===== config.mk =====
export PLATFORM = sky130hd
export DESIGN_NAME = sha256_message_hasher_flat
export DESIGN_NICKNAME = d
export VERILOG_FILES = /design/src/rtl/sha256_pkg.sv /design/src/rtl/sha256_if.sv /design/src/rtl/sha256_datapath.sv /design/src/rtl/sha256_ctrl.sv /design/src/rtl/sha256_message_hasher.sv /design/src/flat_wrapper.sv
export SDC_FILE = /design/constraint.sdc
export NUM_CORES = 2
export LEC_CHECK = 0
export BUFFER_PORTS_ARGS = -buffer_cell sky130_fd_sc_hd__buf_4
export CORE_ASPECT_RATIO = 0.75
export CORE_MARGIN = 2
export CORE_UTILIZATION = 35
export CTS_BUF_LIST = sky130_fd_sc_hd__clkbuf_4 sky130_fd_sc_hd__clkbuf_8
export DETAILED_ROUTE_END_ITERATION = 16
export PLACE_DENSITY = 0.54
export SLEW_MARGIN = 5
export SYNTH_ARGS = -nofsm -noshare
export SYNTH_HDL_FRONTEND = slang
export SYNTH_SLANG_ARGS = --single-unit

===== constraint.sdc =====
create_clock -name i_clk -period 26.1 [get_ports i_clk]
set_input_delay 0 -clock i_clk [delete_from_list [all_inputs] [get_ports i_clk]]
set_output_delay 0 -clock i_clk [all_outputs]
set_load 0.005 [all_outputs]

===== src/rtl/sha256_pkg.sv =====
// Shared types, constants and round-constant table of the SHA-256 message hasher.
package sha256_pkg;

    localparam int unsigned WordW    = 32;
    localparam int unsigned FillW    = 4;
    localparam int unsigned RoundW   = 6;
    localparam int unsigned IdxW     = 3;
    localparam int unsigned CountW   = 3;
    localparam logic [WordW-1:0] PadWord = 32'h8000_0000;

    typedef logic [WordW-1:0] t_word;

    // Source of the word pushed into the block window.
    typedef enum logic [2:0] {
        WSEL_INPUT,
        WSEL_PAD80,
        WSEL_ZERO,
        WSEL_LEN_HI,
        WSEL_LEN_LO
    } t_word_sel;

    // Commands from the controller to the datapath.
    typedef struct packed {
        logic              push;
        t_word_sel         sel;
        logic              load_work;
        logic              round;
        logic [RoundW-1:0] round_idx;
        logic              finalize;
        logic              reinit;
        logic [IdxW-1:0]   out_idx;
    } t_cmd;

    // Status from the datapath to the controller.
    typedef struct packed {
        logic [FillW-1:0] fill;
        logic             in_last;
        logic             in_cnt4;
    } t_status;

    localparam t_word IV [8] = '{
        32'h6a09e667, 32'hbb67ae85, 32'h3c6ef372, 32'ha54ff53a,
        32'h510e527f, 32'h9b05688c, 32'h1f83d9ab, 32'h5be0cd19
    };

    // Round constant K for round r.
    function automatic t_word round_k(input logic [RoundW-1:0] r);
        t_word k;
        unique case (r)
            6'd0:  k = 32'h428a2f98;  6'd1:  k = 32'h71374491;
            6'd2:  k = 32'hb5c0fbcf;  6'd3:  k = 32'he9b5dba5;
            6'd4:  k = 32'h3956c25b;  6'd5:  k = 32'h59f111f1;
            6'd6:  k = 32'h923f82a4;  6'd7:  k = 32'hab1c5ed5;
            6'd8:  k = 32'hd807aa98;  6'd9:  k = 32'h12835b01;
            6'd10: k = 32'h243185be;  6'd11: k = 32'h550c7dc3;
            6'd12: k = 32'h72be5d74;  6'd13: k = 32'h80deb1fe;
            6'd14: k = 32'h9bdc06a7;  6'd15: k = 32'hc19bf174;
            6'd16: k = 32'he49b69c1;  6'd17: k = 32'hefbe4786;
            6'd18: k = 32'h0fc19dc6;  6'd19: k = 32'h240ca1cc;
            6'd20: k = 32'h2de92c6f;  6'd21: k = 32'h4a7484aa;
            6'd22: k = 32'h5cb0a9dc;  6'd23: k = 32'h76f988da;
            6'd24: k = 32'h983e5152;  6'd25: k = 32'ha831c66d;
            6'd26: k = 32'hb00327c8;  6'd27: k = 32'hbf597fc7;
            6'd28: k = 32'hc6e00bf3;  6'd29: k = 32'hd5a79147;
            6'd30: k = 32'h06ca6351;  6'd31: k = 32'h14292967;
            6'd32: k = 32'h27b70a85;  6'd33: k = 32'h2e1b2138;
            6'd34: k = 32'h4d2c6dfc;  6'd35: k = 32'h53380d13;
            6'd36: k = 32'h650a7354;  6'd37: k = 32'h766a0abb;
            6'd38: k = 32'h81c2c92e;  6'd39: k = 32'h92722c85;
            6'd40: k = 32'ha2bfe8a1;  6'd41: k = 32'ha81a664b;
            6'd42: k = 32'hc24b8b70;  6'd43: k = 32'hc76c51a3;
            6'd44: k = 32'hd192e819;  6'd45: k = 32'hd6990624;
            6'd46: k = 32'hf40e3585;  6'd47: k = 32'h106aa070;
            6'd48: k = 32'h19a4c116;  6'd49: k = 32'h1e376c08;
            6'd50: k = 32'h2748774c;  6'd51: k = 32'h34b0bcb5;
            6'd52: k = 32'h391c0cb3;  6'd53: k = 32'h4ed8aa4a;
            6'd54: k = 32'h5b9cca4f;  6'd55: k = 32'h682e6ff3;
            6'd56: k = 32'h748f82ee;  6'd57: k = 32'h78a5636f;
            6'd58: k = 32'h84c87814;  6'd59: k = 32'h8cc70208;
            6'd60: k = 32'h90befffa;  6'd61: k = 32'ha4506ceb;
            6'd62: k = 32'hbef9a3f7;  6'd63: k = 32'hc67178f2;
            default: k = '0;
        endcase
        return k;
    endfunction

endpackage


===== src/rtl/sha256_if.sv =====
// Valid/ready channel interfaces for message words and digest words.
interface sha256_in_if;
    logic                              valid;
    logic                              ready;
    logic [sha256_pkg::WordW-1:0]      data_word;
    logic [sha256_pkg::CountW-1:0]     byte_count;
    logic                              last_word;

    modport source (output valid, data_word, byte_count, last_word, input ready);
    modport sink   (input valid, data_word, byte_count, last_word, output ready);
endinterface

interface sha256_out_if;
    logic                              valid;
    logic                              ready;
    logic [sha256_pkg::WordW-1:0]      digest_word;
    logic [sha256_pkg::IdxW-1:0]       word_index;
    logic                              digest_done;

    modport source (output valid, digest_word, word_index, digest_done, input ready);
    modport sink   (input valid, digest_word, word_index, digest_done, output ready);
endinterface


===== src/rtl/sha256_datapath.sv =====
// Datapath: block window, message schedule, round unit, chaining value and length.
module sha256_datapath (
    input  logic                          i_clk,
    input  logic                          i_rst_n,
    input  sha256_pkg::t_cmd              i_cmd,
    input  logic [sha256_pkg::WordW-1:0]  i_data_word,
    input  logic [sha256_pkg::CountW-1:0] i_byte_count,
    input  logic                          i_last_word,
    output sha256_pkg::t_status           o_status,
    output logic [sha256_pkg::WordW-1:0]  o_digest_word
);
    import sha256_pkg::*;

    t_word            r_win [16];
    t_word            r_work [8];
    t_word            r_chain [8];
    logic [FillW-1:0] r_fill;
    logic [63:0]      r_bytes;

    t_word       w_in_word;
    t_word       w_push_word;
    t_word       w_sched;
    t_word       w_t1;
    t_word       w_t2;
    t_word       w_s0;
    t_word       w_s1;
    logic [63:0] w_bits;
    logic [63:0] w_add_bytes;

    function automatic t_word rotr(input t_word x, input int unsigned n);
        return (x >> n) | (x << (WordW - n));
    endfunction

    // Word formed from the input item, with padding on a short last word.
    always_comb begin
        w_in_word = i_data_word;
        if (i_last_word && !i_byte_count[2]) begin
            case (i_byte_count[1:0])
                2'd0:    w_in_word = PadWord;
                2'd1:    w_in_word = {i_data_word[31:24], 24'h80_0000};
                2'd2:    w_in_word = {i_data_word[31:16], 16'h8000};
                default: w_in_word = {i_data_word[31:8], 8'h80};
            endcase
        end
        if (i_last_word && !i_byte_count[2]) begin
            w_add_bytes = {61'd0, i_byte_count};
        end else begin
            w_add_bytes = 64'd4;
        end
    end

    assign w_bits = {r_bytes[60:0], 3'b000};

    // Word pushed into the window.
    always_comb begin
        case (i_cmd.sel)
            WSEL_INPUT:  w_push_word = w_in_word;
            WSEL_PAD80:  w_push_word = PadWord;
            WSEL_LEN_HI: w_push_word = w_bits[63:32];
            WSEL_LEN_LO: w_push_word = w_bits[31:0];
            default:     w_push_word = '0;
        endcase
    end

    // Schedule expansion over the sliding window and one round.
    always_comb begin
        w_s0 = rotr(r_win[1], 7) ^ rotr(r_win[1], 18) ^ (r_win[1] >> 3);
        w_s1 = rotr(r_win[14], 17) ^ rotr(r_win[14], 19) ^ (r_win[14] >> 10);
        w_sched = r_win[0] + w_s0 + r_win[9] + w_s1;
        w_t1 = r_work[7]
             + (rotr(r_work[4], 6) ^ rotr(r_work[4], 11) ^ rotr(r_work[4], 25))
             + ((r_work[4] & r_work[5]) ^ (~r_work[4] & r_work[6]))
             + round_k(i_cmd.round_idx) + r_win[0];
        w_t2 = (rotr(r_work[0], 2) ^ rotr(r_work[0], 13) ^ rotr(r_work[0], 22))
             + ((r_work[0] & r_work[1]) ^ (r_work[0] & r_work[2])
                ^ (r_work[1] & r_work[2]));
    end

    // Window and working variables hold no reset.
    always_ff @(posedge i_clk) begin
        if (i_cmd.push) begin
            for (int i = 0; i < 15; i++) r_win[i] <= r_win[i+1];
            r_win[15] <= w_push_word;
        end else if (i_cmd.round) begin
            for (int i = 0; i < 15; i++) r_win[i] <= r_win[i+1];
            r_win[15] <= w_sched;
        end
        if (i_cmd.load_work) begin
            for (int i = 0; i < 8; i++) r_work[i] <= r_chain[i];
        end else if (i_cmd.round) begin
            r_work[0] <= w_t1 + w_t2;
            r_work[1] <= r_work[0];
            r_work[2] <= r_work[1];
            r_work[3] <= r_work[2];
            r_work[4] <= r_work[3] + w_t1;
            r_work[5] <= r_work[4];
            r_work[6] <= r_work[5];
            r_work[7] <= r_work[6];
        end
    end

    // Chaining value, fill count and byte length.
    always_ff @(posedge i_clk) begin
        if (!i_rst_n || i_cmd.reinit) begin
            for (int i = 0; i < 8; i++) r_chain[i] <= IV[i];
            r_fill  <= '0;
            r_bytes <= '0;
        end else begin
            if (i_cmd.finalize) begin
                for (int i = 0; i < 8; i++) r_chain[i] <= r_chain[i] + r_work[i];
            end
            if (i_cmd.push) begin
                r_fill <= r_fill + 1'b1;
            end
            if (i_cmd.push && i_cmd.sel == WSEL_INPUT) begin
                r_bytes <= r_bytes + w_add_bytes;
            end
        end
    end

    assign o_status.fill    = r_fill;
    assign o_status.in_last = i_last_word;
    assign o_status.in_cnt4 = i_byte_count[2];
    assign o_digest_word    = r_chain[i_cmd.out_idx];

endmodule


===== src/rtl/sha256_ctrl.sv =====
// Controller: sequences word pushes, padding, the 64 rounds and digest output.
module sha256_ctrl (
    input  logic                i_clk,
    input  logic                i_rst_n,
    input  logic                i_in_valid,
    output logic                o_in_ready,
    output logic                o_out_valid,
    input  logic                i_out_ready,
    input  sha256_pkg::t_status i_status,
    output sha256_pkg::t_cmd    o_cmd
);
    import sha256_pkg::*;

    typedef enum logic [2:0] {S_IDLE, S_PAD, S_COMP, S_FIN, S_OUT} t_state;
    typedef enum logic [2:0] {PH_NONE, PH_80, PH_ZERO, PH_HI, PH_LO, PH_DONE} t_phase;

    t_state            r_state, n_state;
    t_phase            r_phase, n_phase;
    logic [RoundW-1:0] r_round, n_round;
    logic [IdxW-1:0]   r_idx, n_idx;
    logic              w_full;
    logic              w_in_hs;
    logic              w_out_hs;

    assign o_in_ready  = (r_state == S_IDLE);
    assign o_out_valid = (r_state == S_OUT);
    assign w_in_hs     = i_in_valid && o_in_ready;
    assign w_out_hs    = o_out_valid && i_out_ready;
    assign w_full      = (i_status.fill == {FillW{1'b1}});

    // Next state and commands.
    always_comb begin
        n_state = r_state;
        n_phase = r_phase;
        n_round = r_round;
        n_idx   = r_idx;
        o_cmd   = '0;
        o_cmd.sel       = WSEL_INPUT;
        o_cmd.round_idx = r_round;
        o_cmd.out_idx   = r_idx;
        unique case (r_state)
            S_IDLE: begin
                if (w_in_hs) begin
                    o_cmd.push = 1'b1;
                    if (!i_status.in_last)     n_phase = PH_NONE;
                    else if (i_status.in_cnt4) n_phase = PH_80;
                    else                       n_phase = PH_ZERO;
                    if (w_full)                 n_state = S_COMP;
                    else if (i_status.in_last)  n_state = S_PAD;
                end
            end
            S_PAD: begin
                o_cmd.push = 1'b1;
                case (r_phase)
                    PH_80: begin
                        o_cmd.sel = WSEL_PAD80;
                        n_phase   = PH_ZERO;
                    end
                    PH_ZERO: begin
                        o_cmd.sel = WSEL_ZERO;
                        if (i_status.fill == 4'd14) begin
                            o_cmd.push = 1'b0;
                            n_phase    = PH_HI;
                        end
                    end
                    PH_HI: begin
                        o_cmd.sel = WSEL_LEN_HI;
                        n_phase   = PH_LO;
                    end
                    default: begin
                        o_cmd.sel = WSEL_LEN_LO;
                        n_phase   = PH_DONE;
                    end
                endcase
                if (o_cmd.push && w_full) n_state = S_COMP;
            end
            S_COMP: begin
                o_cmd.round = 1'b1;
                n_round     = r_round + 1'b1;
                if (r_round == {RoundW{1'b1}}) n_state = S_FIN;
            end
            S_FIN: begin
                o_cmd.finalize = 1'b1;
                if (r_phase == PH_DONE)      n_state = S_OUT;
                else if (r_phase == PH_NONE) n_state = S_IDLE;
                else                         n_state = S_PAD;
            end
            S_OUT: begin
                if (w_out_hs) begin
                    n_idx = r_idx + 1'b1;
                    if (r_idx == {IdxW{1'b1}}) begin
                        o_cmd.reinit = 1'b1;
                        n_phase      = PH_NONE;
                        n_state      = S_IDLE;
                    end
                end
            end
            default: n_state = S_IDLE;
        endcase
        // Working variables load as the sixteenth word of a block goes in.
        o_cmd.load_work = o_cmd.push && w_full;
    end

    // State and registered control.
    always_ff @(posedge i_clk) begin
        if (!i_rst_n) begin
            r_state <= S_IDLE;
            r_phase <= PH_NONE;
            r_round <= '0;
            r_idx   <= '0;
        end else begin
            r_state <= n_state;
            r_phase <= n_phase;
            r_round <= n_round;
            r_idx   <= n_idx;
        end
    end

`ifndef SYNTHESIS
    // The last round hands over to the chaining update.
    a_round_end: assert property (@(posedge i_clk) disable iff (!i_rst_n)
        (r_state == S_COMP && r_round == {RoundW{1'b1}}) |=> (r_state == S_FIN))
        else $error("round sequence did not end in chaining update");
    // No item is taken while a digest is being delivered.
    a_out_excl: assert property (@(posedge i_clk) disable iff (!i_rst_n)
        o_out_valid |-> !o_in_ready)
        else $error("input ready during digest output");
    // The eighth digest word returns the block to idle.
    a_out_end: assert property (@(posedge i_clk) disable iff (!i_rst_n)
        (w_out_hs && r_idx == {IdxW{1'b1}}) |=> (r_state == S_IDLE && r_idx == '0))
        else $error("digest output did not finish cleanly");
    // A full window always starts the rounds.
    a_full_comp: assert property (@(posedge i_clk) disable iff (!i_rst_n)
        (o_cmd.push && w_full) |=> (r_state == S_COMP && r_round == '0))
        else $error("full block did not start compression");
`endif

endmodule


===== src/rtl/sha256_message_hasher.sv =====
// Top level of the SHA-256 message hasher: controller plus datapath.
// A message word is taken while the hasher is idle; the word that completes a block starts
// the 64 rounds of the single iterated round unit, followed by the chaining add.
// After the last word come the padding and length words, a step where the zeros reach the
// length slot, rounds for any further block, then eight digest items at one per ready cycle.
// Reset is synchronous, active low, and restores the initial hash value.
module sha256_message_hasher (
    input  logic i_clk,
    input  logic i_rst_n,
    sha256_in_if.sink    i_in,
    sha256_out_if.source o_out
);
    import sha256_pkg::*;

    t_cmd    w_cmd;
    t_status w_status;

    sha256_ctrl u_ctrl (
        .i_clk       (i_clk),
        .i_rst_n     (i_rst_n),
        .i_in_valid  (i_in.valid),
        .o_in_ready  (i_in.ready),
        .o_out_valid (o_out.valid),
        .i_out_ready (o_out.ready),
        .i_status    (w_status),
        .o_cmd       (w_cmd)
    );

    sha256_datapath u_dp (
        .i_clk         (i_clk),
        .i_rst_n       (i_rst_n),
        .i_cmd         (w_cmd),
        .i_data_word   (i_in.data_word),
        .i_byte_count  (i_in.byte_count),
        .i_last_word   (i_in.last_word),
        .o_status      (w_status),
        .o_digest_word (o_out.digest_word)
    );

    assign o_out.word_index  = w_cmd.out_idx;
    assign o_out.digest_done = (w_cmd.out_idx == {IdxW{1'b1}});

endmodule


===== src/flat_wrapper.sv =====
// flat-port wrapper written by rule: the top's interface ports become plain ports
module sha256_message_hasher_flat import sha256_pkg::*;
  (i_clk, i_rst_n, i_in_valid, i_in_data_word, i_in_byte_count, i_in_last_word, i_in_ready, o_out_valid, o_out_digest_word, o_out_word_index, o_out_digest_done, o_out_ready);
  sha256_in_if i_in_i ();
  sha256_out_if o_out_i ();
  input  logic i_clk;
  input  logic i_rst_n;
  input wire logic [$bits(i_in_i.valid)-1:0] i_in_valid;
  input wire logic [$bits(i_in_i.data_word)-1:0] i_in_data_word;
  input wire logic [$bits(i_in_i.byte_count)-1:0] i_in_byte_count;
  input wire logic [$bits(i_in_i.last_word)-1:0] i_in_last_word;
  output wire logic [$bits(i_in_i.ready)-1:0] i_in_ready;
  output wire logic [$bits(o_out_i.valid)-1:0] o_out_valid;
  output wire logic [$bits(o_out_i.digest_word)-1:0] o_out_digest_word;
  output wire logic [$bits(o_out_i.word_index)-1:0] o_out_word_index;
  output wire logic [$bits(o_out_i.digest_done)-1:0] o_out_digest_done;
  input wire logic [$bits(o_out_i.ready)-1:0] o_out_ready;
  assign i_in_i.valid = i_in_valid;
  assign i_in_i.data_word = i_in_data_word;
  assign i_in_i.byte_count = i_in_byte_count;
  assign i_in_i.last_word = i_in_last_word;
  assign i_in_ready = i_in_i.ready;
  assign o_out_valid = o_out_i.valid;
  assign o_out_digest_word = o_out_i.digest_word;
  assign o_out_word_index = o_out_i.word_index;
  assign o_out_digest_done = o_out_i.digest_done;
  assign o_out_i.ready = o_out_ready;
  sha256_message_hasher u_core (.i_clk(i_clk), .i_rst_n(i_rst_n), .i_in(i_in_i), .o_out(o_out_i));
endmodule

==> impl_metrics.tcl <==
set metrics [dict create \
    hpwl_um 172800 \
    fin_crit_ps 8754 \
    viasPerCell 5.493 \
    fin_total_pwr_mw 6.544 \
    final-seq-area_um2 33060 \
    clock-sinks 1139 \
    synth_seq_cells 1139 \
    cts_buffers 197 \
    hold_path.class "in -> reg" \
    cts_setup_buffers 0 \
    finalHoldViolCount 0 \
    first_global_vias 47860 \
    hold_path_depth 4 \
    max_slew_margin -0.04775 \
    ys_warn_count 0 \
    netlist_instances 6330 \
    globalRouteTotalUtil 0.2234 \
    multi_input_area_um2 34740 \
    dieHeight_um 391.1 \
    io_buffers 77 \
    antenna_found_initial 12 \
    drive_gt1_frac 0.1073 \
    r2r_end "u_core.u_dp.r_work[0][28]" \
    status "complete, but fails checks" \
    initial_utilization 0.3512 \
    postCtsResizedCells 0 \
    cp.arrival_ps 9570 \
    synth_nets 6962 \
    cts_hold_buf 59 \
    drt_pass1_iterations 9 \
    rows 142 \
    final_antenna_net_count 0 \
    fp.dieW_um 520.2 \
    area_growth_pct 11.48 \
    slowest_delay_ps 720 \
    critPathLaunch "u_core.u_dp.r_work[0][156]" \
    fin_crit_sh 0.3354 \
    reg2reg_from "u_core.u_dp.r_work[0][156]" \
    grt_start_max_net_pins 181 \
    core-area_um2 199200 \
    power.density_nw_per_um2 83.93 \
    cp_max_fo 6 \
    violations "max-capacitance violations, max-slew violations" \
    tns_ps 0 \
    fill_cells 19240 \
    wl_per_cell_um 24.81 \
    drc 0 \
    ctsRootBufferMaster "clkbuf_8" \
    io_pins 78 \
    setup_viol 0 \
    cp-end-kind "flop" \
    clk_pin_slew_ps 60 \
    maxSlewViolCount 2 \
    fin_worst_skew_ps 82.54 \
    yosysMostFrequentCell "edfxtp_1" \
    yosysTopAreaCellShare 0.4396 \
    endpoint "u_core.u_dp.r_work[0][28]" \
    syn_area_um2 69940 \
    htree_levels 4 \
    cts.path.max_buffers 3 \
    ir_worst_vdd_uv 108.0 \
    ys_types 102 \
    slowest_stage "edfxtp_1" \
    yosysTopAreaCell "edfxtp_1" \
    synthArstFlopShare 0 \
    r2r_cells 28 \
    cp.required_ps 26920 \
    crit_top_cell "inv_1" \
    vias 51020 \
    die_area_um2 203500 \
    fmax_mhz 114.2 \
    drtIter0Drc 5986 \
    timing.hold.ws_ps 85.37 \
    rrSetupSlack_ps 17350 \
    drv_cap 1 \
    cts_tree "built" \
    worstMarginPinSlew_ps 1555 \
    synth_common_cells "edfxtp_1, nand2_1, ha_1, nor2_1, xnor2_1" \
    grt_overflow 0 \
    rsz0062_at_grt "no" \
    worstSetupPathType "reg -> reg" \
    worstSetupStartpointType "flop" \
    synth.area.top_cells "edfxtp_1, ha_1, fa_1" \
    grt_pass1_wl_um 335400 \
    globalplace.congestion 0.9492 \
    synth_edf_count 1024 \
    avgSynthCellArea_um2 11.05 \
    nNetsFinal 7092 \
    clock_latency_ps 970 \
    yosysSeqAreaShare 0.4726 \
    p_leak_nw 29.36 \
    drt_wl_total_um 230500 \
    synth_flop_cell "edfxtp_1" \
]
-- critical path: cells and delay by family, from the launching register on --
family	cells	cell delay, ps
simple gates	4	870
fa+ha+maj	6	2580
flops	1	720
compound gates	10	3280
xor+xnor	3	810
buf+inv	5	330
-- flip-flops by register name, summed over array words and instances (netlist names), named ones only --
name,cells
u_core.u_dp.r_win,512
u_core.u_dp.r_chain,256
u_core.u_dp.r_work,256
u_core.u_dp.r_bytes,61
u_core.u_ctrl.r_round,6
u_core.u_dp.r_fill,4
u_core.u_ctrl.r_idx,3
u_core.u_ctrl.r_phase,3
u_core.u_ctrl.r_state,3
-- cells by family (layout without fill, tap and decap cells) --
kind of cell / after synthesis / in the layout / synth area share
and+or+nand+nor: 1769 / 1769 / 0.1145
AOI/OAI and AO/OA: 1444 / 1444 / 0.1352
DFF: 1139 / 1139 / 0.4726
adders and majority gates: 599 / 599 / 0.1279
buffers and inverters: 586 / 870 / 0.03220
xor gates and xnor gates: 582 / 582 / 0.07327
muxes: 211 / 211 / 0.04428
other: 0 / 10 / 0
-- through the flow --
step           cells  worst slack (ps)  instance area [um^2]  utilization
2_1_floorplan   6330              5448                 69940            -
6_report        9288             17350                 77970       0.3915
3_3_place_gp    8866             17600                 73400       0.3685
5_1_grt         9282             16960                 77950       0.3914
4_1_cts         9278             17540                 77940       0.3913
3_5_place_dp    8866             17580                 73400       0.3685
-- worst min-delay path by stage --
stage / end / startpoint / slack (ps)
after floorplan: u_core.u_ctrl.r_state[0] / i_in_last_word / 230
after global placement: u_core.u_dp.r_win[1][226] / i_in_data_word[2] / 390
after detailed placement: u_core.u_ctrl.r_state[2] / o_out_ready / 390
after CTS: u_core.u_dp.r_win[1][251] / i_in_data_word[27] / 10
after global routing: u_core.u_dp.r_win[1][251] / i_in_data_word[27] / 70
final: u_core.u_dp.r_win[1][251] / i_in_data_word[27] / 90
-- layout make-up --
class	count	area share
Multi-Input combinational cell	4605	0.4456
Sequential cell	1139	0.4240
Tap cell	2664	0.04275
Clock buffer	259	0.04139
Timing Repair Buffer	197	0.02118
Inverter	320	0.01541
Clock inverter	94	0.009372
Antenna cell	10	0.0003210
-- layout by cell type, fill, tap and decap left out, types with 205 or more instances in the layout --
master and count:
xor2_1 205, edfxtp_1 1024, xnor2_1 375, nand2_1 793, inv_1 316, a21oi_1 348, ha_1 396, clkbuf_8 205
nor2_1 383, o21ai_0 316
-- layer usage --
layer	vias to the layer above	wire length, um	GRT usage
met5	-	7	0
met1	25430	115700	0.3636
met4	2	4296	0.04742
met3	243	21470	0.05065
met2	2061	89010	0.2916
li1	23280	-	-
-- power breakdown --
group / total (mW) / internal (mW) / switching (mW)
combinational: 2.50 / 1.04 / 1.46
sequential: 2.36 / 2.23 / 0.134
clock: 1.68 / 0.890 / 0.794
total: 6.54 / 4.15 / 2.39
No activity file was read; power rests on OpenSTA's default activity.
